## config.mk

```make
export PLATFORM = sky130hd
export DESIGN_NAME = causal_link_matrix_reduction
export DESIGN_NICKNAME = d
export VERILOG_FILES = /design/src/hdl/cldr_pkg.sv /design/src/hdl/causal_link_matrix_reduction.sv
export SDC_FILE = /design/constraint.sdc
export NUM_CORES = 2
export LEC_CHECK = 0
export BUFFER_PORTS_ARGS = -buffer_cell sky130_fd_sc_hd__buf_4
export CORE_ASPECT_RATIO = 0.8
export CORE_MARGIN = 3
export CORE_UTILIZATION = 24
export CTS_CLUSTER_SIZE = 14
export DETAILED_ROUTE_END_ITERATION = 10
export PLACE_DENSITY = 0.44
export RECOVER_POWER = 100
export SLEW_MARGIN = 15
export SYNTH_ARGS = -nofsm -noshare
export SYNTH_HDL_FRONTEND = slang
export SYNTH_SLANG_ARGS = --single-unit
```

## constraint.sdc

```tcl
create_clock -name clk_i -period 8.6 [get_ports clk_i]
set_input_delay 0.86 -clock clk_i [delete_from_list [all_inputs] [get_ports clk_i]]
set_output_delay 0.86 -clock clk_i [all_outputs]
set_load 0.02 [all_outputs]
```

## src/hdl/cldr_pkg.sv

```systemverilog
`timescale 1ns / 1ps

package cldr_pkg;

  localparam int RowW   = 5;
  localparam int BitsW  = 32;
  localparam int CountW = 6;
  localparam int DataW  = 40;

  localparam logic [CountW-1:0] CountReset = 6'd32;

  localparam int StW = 3;
  localparam logic [StW-1:0] StIdle = 3'd0;
  localparam logic [StW-1:0] StRdRow = 3'd1;
  localparam logic [StW-1:0] StLdRow = 3'd2;
  localparam logic [StW-1:0] StRdK = 3'd3;
  localparam logic [StW-1:0] StAccK = 3'd4;
  localparam logic [StW-1:0] StEmit = 3'd5;

  // bits strictly above the diagonal of row r
  function automatic logic [BitsW-1:0] above_diag(input logic [RowW-1:0] r);
    logic [BitsW-1:0] m;
    begin
      if (r == 5'd31) begin
        m = '0;
      end else begin
        m = {BitsW{1'b1}} << (6'(r) + 6'd1);
      end
      return m;
    end
  endfunction

endpackage

```

## src/hdl/causal_link_matrix_reduction.sv

```systemverilog
`timescale 1ns / 1ps

// channel   | dir | handshake                  | payload
// s_axis    | in  | s_axis_tvalid/s_axis_tready | tdata: row_index, future_bits; tlast: last_row
// m_axis    | out | m_axis_tvalid/m_axis_tready | tdata: out_row, link_bits; tlast: last_out
// cfg       | in  | cfg_valid_i/cfg_ready_o     | cfg_data_i: element_count
//
// While idle, rows load one per cycle into a row memory with a registered read port.
// A transaction with tlast starts the reduction: for each of the n link rows the
// single memory read port reads that row, then walks every row k, then the row is emitted.
// The block takes no input while reducing; a stalled output holds the sequencer.
// Reset clears control and sets element_count to 32; the row memory is not cleared.
module causal_link_matrix_reduction
  import cldr_pkg::*;
#(
  parameter int MAX_ELEMENTS = 32
) (
  input  logic             clk_i,
  input  logic             rst_ni,
  input  logic             s_axis_tvalid,
  output logic             s_axis_tready,
  input  logic [DataW-1:0] s_axis_tdata,  // [4:0] row_index, [36:5] future_bits
  input  logic             s_axis_tlast,  // last_row
  output logic             m_axis_tvalid,
  input  logic             m_axis_tready,
  output logic [DataW-1:0] m_axis_tdata,  // [4:0] out_row, [36:5] link_bits
  output logic             m_axis_tlast,  // last_out
  input  logic             cfg_valid_i,
  output logic             cfg_ready_o,
  input  logic [CountW-1:0] cfg_data_i    // element_count
);

  localparam int AddrW = (MAX_ELEMENTS > 1) ? $clog2(MAX_ELEMENTS) : 1;
  localparam int MaxN  = (MAX_ELEMENTS < 32) ? MAX_ELEMENTS : 32;

  logic [BitsW-1:0] mem [MAX_ELEMENTS];

  logic [StW-1:0]    state_q, state_d;
  logic [CountW-1:0] cnt_q;
  logic [RowW-1:0]   i_q, i_d;
  logic [RowW-1:0]   k_q, k_d;
  logic [BitsW-1:0]  row_q, row_d;
  logic [BitsW-1:0]  reach_q, reach_d;
  logic [BitsW-1:0]  rd_data_q;
  logic [AddrW-1:0]  rd_addr;
  logic              out_valid_q, out_valid_d;
  logic [RowW-1:0]   out_row_q;
  logic [BitsW-1:0]  out_bits_q;
  logic              out_last_q;
  logic              out_load;
  logic              in_acc;
  logic              wr_en;

  logic [RowW-1:0]   in_row;
  logic [BitsW-1:0]  in_bits;
  logic [CountW-1:0] n_one, n_act;
  logic [RowW-1:0]   n_last;
  logic [BitsW-1:0]  colmask;

  assign in_row  = s_axis_tdata[RowW-1:0];
  assign in_bits = s_axis_tdata[RowW+BitsW-1:RowW];

  assign n_one   = (cnt_q == '0) ? 6'd1 : cnt_q;
  assign n_act   = (n_one > 6'(MaxN)) ? 6'(MaxN) : n_one;
  assign n_last  = 5'(n_act - 6'd1);
  assign colmask = (n_act >= 6'd32) ? {BitsW{1'b1}} : ((32'd1 << n_act) - 32'd1);

  assign s_axis_tready = (state_q == StIdle);
  assign cfg_ready_o   = 1'b1;
  assign in_acc        = s_axis_tvalid && s_axis_tready;
  assign wr_en         = in_acc && (32'(in_row) < MAX_ELEMENTS);
  assign out_load      = (state_q == StEmit) && (!out_valid_q || m_axis_tready);

  assign rd_addr = (state_q == StRdRow) ? AddrW'(i_q) : AddrW'(k_q);

  always_comb begin
    state_d     = state_q;
    i_d         = i_q;
    k_d         = k_q;
    row_d       = row_q;
    reach_d     = reach_q;
    out_valid_d = out_valid_q;
    if (m_axis_tready) begin
      out_valid_d = 1'b0;
    end
    case (state_q)
      StIdle: begin
        if (in_acc && s_axis_tlast) begin
          i_d     = '0;
          state_d = StRdRow;
        end
      end
      StRdRow: begin
        state_d = StLdRow;
      end
      StLdRow: begin
        row_d   = rd_data_q & colmask;
        reach_d = '0;
        k_d     = '0;
        state_d = StRdK;
      end
      StRdK: begin
        state_d = StAccK;
      end
      StAccK: begin
        if (row_q[k_q]) begin
          reach_d = reach_q | (rd_data_q & colmask);
        end
        if (k_q == n_last) begin
          state_d = StEmit;
        end else begin
          k_d     = k_q + 5'd1;
          state_d = StRdK;
        end
      end
      StEmit: begin
        if (out_load) begin
          out_valid_d = 1'b1;
          if (i_q == n_last) begin
            state_d = StIdle;
          end else begin
            i_d     = i_q + 5'd1;
            state_d = StRdRow;
          end
        end
      end
      default: begin
        state_d = StIdle;
      end
    endcase
  end

  always_ff @(posedge clk_i or negedge rst_ni) begin
    if (!rst_ni) begin
      state_q     <= StIdle;
      cnt_q       <= CountReset;
      i_q         <= '0;
      k_q         <= '0;
      out_valid_q <= 1'b0;
    end else begin
      state_q     <= state_d;
      i_q         <= i_d;
      k_q         <= k_d;
      out_valid_q <= out_valid_d;
      if (cfg_valid_i && cfg_ready_o) begin
        cnt_q <= cfg_data_i;
      end
    end
  end

  always_ff @(posedge clk_i) begin
    row_q   <= row_d;
    reach_q <= reach_d;
    if (out_load) begin
      out_row_q  <= i_q;
      out_bits_q <= row_q & ~reach_q;
      out_last_q <= (i_q == n_last);
    end
  end

  // row memory: one write port, one registered read port
  always_ff @(posedge clk_i) begin
    if (wr_en) begin
      mem[AddrW'(in_row)] <= in_bits & above_diag(in_row);
    end
    rd_data_q <= mem[rd_addr];
  end

  assign m_axis_tvalid = out_valid_q;
  assign m_axis_tdata  = {{(DataW-RowW-BitsW){1'b0}}, out_bits_q, out_row_q};
  assign m_axis_tlast  = out_last_q;

  a_emit_valid: assert property (@(posedge clk_i) disable iff (!rst_ni)
    out_load |=> m_axis_tvalid)
    else $error("result not presented after load");

  a_last_row: assert property (@(posedge clk_i) disable iff (!rst_ni)
    (m_axis_tvalid && m_axis_tlast) |-> (out_row_q == n_last))
    else $error("last flag on wrong row");

  a_upper_tri: assert property (@(posedge clk_i) disable iff (!rst_ni)
    m_axis_tvalid |-> ((out_bits_q & ~above_diag(out_row_q)) == '0))
    else $error("link bit at or below diagonal");

  a_k_range: assert property (@(posedge clk_i) disable iff (!rst_ni)
    (state_q == StAccK) |-> (k_q <= n_last))
    else $error("scan index beyond element count");

  a_row_range: assert property (@(posedge clk_i) disable iff (!rst_ni)
    (state_q != StIdle) |-> (i_q <= n_last))
    else $error("row index beyond element count");

endmodule

```

==> out/results.ini <==
[detailed_routing]
first_pass_iters = 8
ant_nets = 0
drc_errors = 0
drt_wl_total_um = 150000
drt_iter0_markers = 2672
via_count = 27398
vias_per_cell = 4.67
wl_per_cell_um = 25.6

[clock_tree]
cts_setup_buffers = 0
cts_num_sinks = 1178
cts_root_buffer = clkbuf_16
h-tree-depth = 3
clockBufferDepth = 3
clk_pin_slew_ns = 0.06
numCtsBuffers = 115
clk_latency_ns = 0.74
tritoncts = yes

[worst_setup_path]
crit_path_start_kind = flip-flop
cp_cell_sequence = nor3_1, and2_0, nand2_1, nor2_1, clkbuf_1
max_stage_delay_ns = 2.15
required_ns = 8.86
critPathKind = flip-flop to flip-flop
cp_max_fo = 21
cp_data_arrival_time_ns = 6.90
crit_buf_inv = 1
end_kind = flip-flop
critical_path.slowest_cell = clkbuf_1
critPathTopFamily = simple AND/OR/NAND/NOR gates

[logic_synthesis]
yosys_register_bits = 1178
synth_top_family_by_area = compound AO/OA/AOI/OAI gates
synth_compound_area_share_pct = 8.11
yosysUniqueCellTypes = 77
synthXorXnorAreaFrac_pct = 0.496
netlist_instances = 3007
synth_top_area_cell = edfxtp_1
synth_edf_count = 1126
synthSimpleGateAreaFrac_pct = 7.91
synth_top_area_share_pct = 70.9
synth_flop_cell = edfxtp_1
syn_area_per_cell_um2 = 15.9
synth_top_cells_by_area = edfxtp_1 (71%), mux2_2 (6.3%), a211oi_1 (2.5%), nand2_1 (2.2%), o22ai_1 (1.7%)
synth_warnings = 0
synth.most_common_cell = edfxtp_1
synthAdderAreaFrac_pct = 0.446
netlist_top_cells_count = edfxtp_1 (1126), nand2_1 (276), mux2_2 (266)
synth_area_um2 = 47700
synthArstFlopShare_pct = 1.70
yosys-mux-area-fraction_pct = 7.71
ys_seq_area_share_pct = 73.3

[grt]
antenna_found_initial = 16
grt_pass1_wl_um = 209000
grt.overflow.total = 0
grtUsageTotal_pct = 14.4
grt_pass1_vias = 26321
grt_max_degree = 118

[pwr]
cellPowerDensity_nw_per_um2 = 263
p_sw_mw = 4.10
intPower_mw = 10.3
worst_ir_drop_vdd_mv = 0.164
p_clk_share_pct = 34.1
power_frac_comb_pct = 17.3
p_sw_share_pct = 28.4
pwr-share-seq_pct = 48.6
p_leak_nw = 17.0

[sta]
clock_skew_ns = 0.0326
finalHoldViolations = 0
setup_slack_ns = 1.96
tns_ns = 0
max_freq_ghz = 0.151
maxSlewViolCount = 1477
grt_setup_unrepaired = no
setup_viol = 0
min_period_ns = 6.64
tightest_slew_ns = 3.75
slew-limit-headroom_pct = -150
period_share_pct = 77.2

[floorplanning]
num_io_pins = 96
die-area_um2 = 204000
start_util_pct = 24.3
fp.coreArea_um2 = 196000
die_height_um = 405
die-width_um = 504
row_count = 145

[flow_run]
drv_cap = 68

[placement]
numPortBuffers = 88
gp_congestion = 0.841
dp_hpwl_um = 87600
pre_cts_slack_ns = 3.86

[finish]
fin_nets = 3181
drive_gt1_share_pct = 16.7
syn_to_final_growth_pct = 14.8

[status]
status = complete, but fails checks
violations = max-capacitance violations, max-slew violations

[min_path]
worstHoldPathType = input port to flip-flop

## power by group through the flow
| stage | clock (mW) | combinational (mW) | sequential, mW |
|---|---|---|---|
| after floorplan | 0 | 1.67 | 6.95 |
| after global placement | 0 | 2.56 | 7.11 |
| after detailed placement | 0 | 2.56 | 7.11 |
| after CTS | 5.05 | 2.57 | 6.99 |
| after global routing | 5.28 | 2.68 | 7.03 |
| final | 4.92 | 2.49 | 7.00 |
## state kept, by name, summed over array words and instances (netlist names)
signal	cells
m_axis_tvalid	1
k_q	5
row_q	32
m_axis_tlast	1
cnt_q	6
out_bits_q	32
reach_q	32
rd_data_q	32
state_q	3
mem	1024
i_q	5
out_row_q	5
## stage by stage
stage | power [mW] | hold WS [ns] | cell area, um2 | utilization (%) | std cells
floorplan | 8.62 | 0.436 | 47700 | - | 3009
global placement | 9.66 | 0.534 | 51800 | 26.4 | 5639
detailed placement | 9.67 | 0.549 | 51800 | 26.4 | 5639
CTS | 14.6 | 0.260 | 55400 | 28.2 | 5854
global route | 15.0 | 0.295 | 54700 | 27.9 | 5858
finish | 14.4 | 0.338 | 54800 | 27.9 | 5863
## final timing paths
path                                               from                      end  slack, ns  cells past startpoint
worst min-delay path                      cfg_data_i[0]     cnt_q[0]$_DFFE_PN0P_       0.34                      3
worst min register to register  m_axis_tvalid$_DFF_PN0_  m_axis_tvalid$_DFF_PN0_       0.55                      2
worst max-delay path             state_q[0]$_DFFE_PN0P_    mem[16][28]$_DFFE_PP_       1.96                      5
max in group asynchronous                        rst_ni       k_q[1]$_DFFE_PN0P_       6.87                      2
min in group asynchronous                        rst_ni       k_q[4]$_DFFE_PN0P_       0.95                      2
worst max register to register   state_q[0]$_DFFE_PN0P_    mem[16][28]$_DFFE_PP_       1.96                      5
## layout make-up
cell class | count | area [um2]
Tap cell | 2646 | 3310
Multi-Input combinational cell | 1624 | 11800
Sequential cell | 1178 | 35000
Inverter | 21 | 78.8
Timing Repair Buffer | 172 | 985
Clock buffer | 153 | 3090
Clock inverter | 61 | 478
Antenna cell | 8 | 20.0
Fill cell | 19921 | 142000
## cell usage in the layout (no fill, tap or decap), types with 9 or more instances in the layout
cell and instances:
clkbuf_1 127, nor3_1 23, nor3b_1 9, nand2_2 10, buf_4 71, o21ai_0 27
ha_1 17, dfrtp_1 19, inv_1 20, xnor2_1 14, a31oi_1 9, nor4_1 9
clkinv_1 33, nand2_1 266, a311oi_1 94, a211oi_1 160, a21boi_0 14, and2_0 40
edfxtp_1 1126, a21oi_1 24, xor2_1 13, nand3b_1 11, mux2i_1 44, o21a_1 24
nor2_1 85, clkinv_2 14, dfxtp_1 32, and2_1 95, and4_1 32, nand3_1 25
o22ai_1 132, mux2_2 264, mux4_2 10, clkbuf_16 116, and3_1 19, nor2b_1 43
## kinds of logic (layout without fill, tap and decap cells)
| kind of cell | count (synthesis) | in the layout |
|---|---|---|
| compound gates | 532 | 532 |
| xor+xnor | 27 | 27 |
| fa+ha+maj | 17 | 17 |
| buf+inv | 207 | 407 |
| flops | 1178 | 1178 |
| mux | 321 | 321 |
| other cells | 2 | 12 |
| simple gates | 723 | 723 |
## what timing repair did
item	4_1_cts	5_1_grt
setup endpoints to repair	0	0
hold buffers	1	0
gates resized for setup	0	0
endpoints found under the hold margin	19	0
## metal layers
metal	part of all wire, %	global-route usage, %
met1	48	21.2
met2	44	21.5
met3	5.8	2.65
met4	2.8	3.77
met5	0	0
## worst min-delay path, cell delays in order
cell and delay (ns):
buf_4 0.08, nand2_1 0.04, o21ai_0 0.05
No activity file was read; power rests on OpenSTA's default activity.
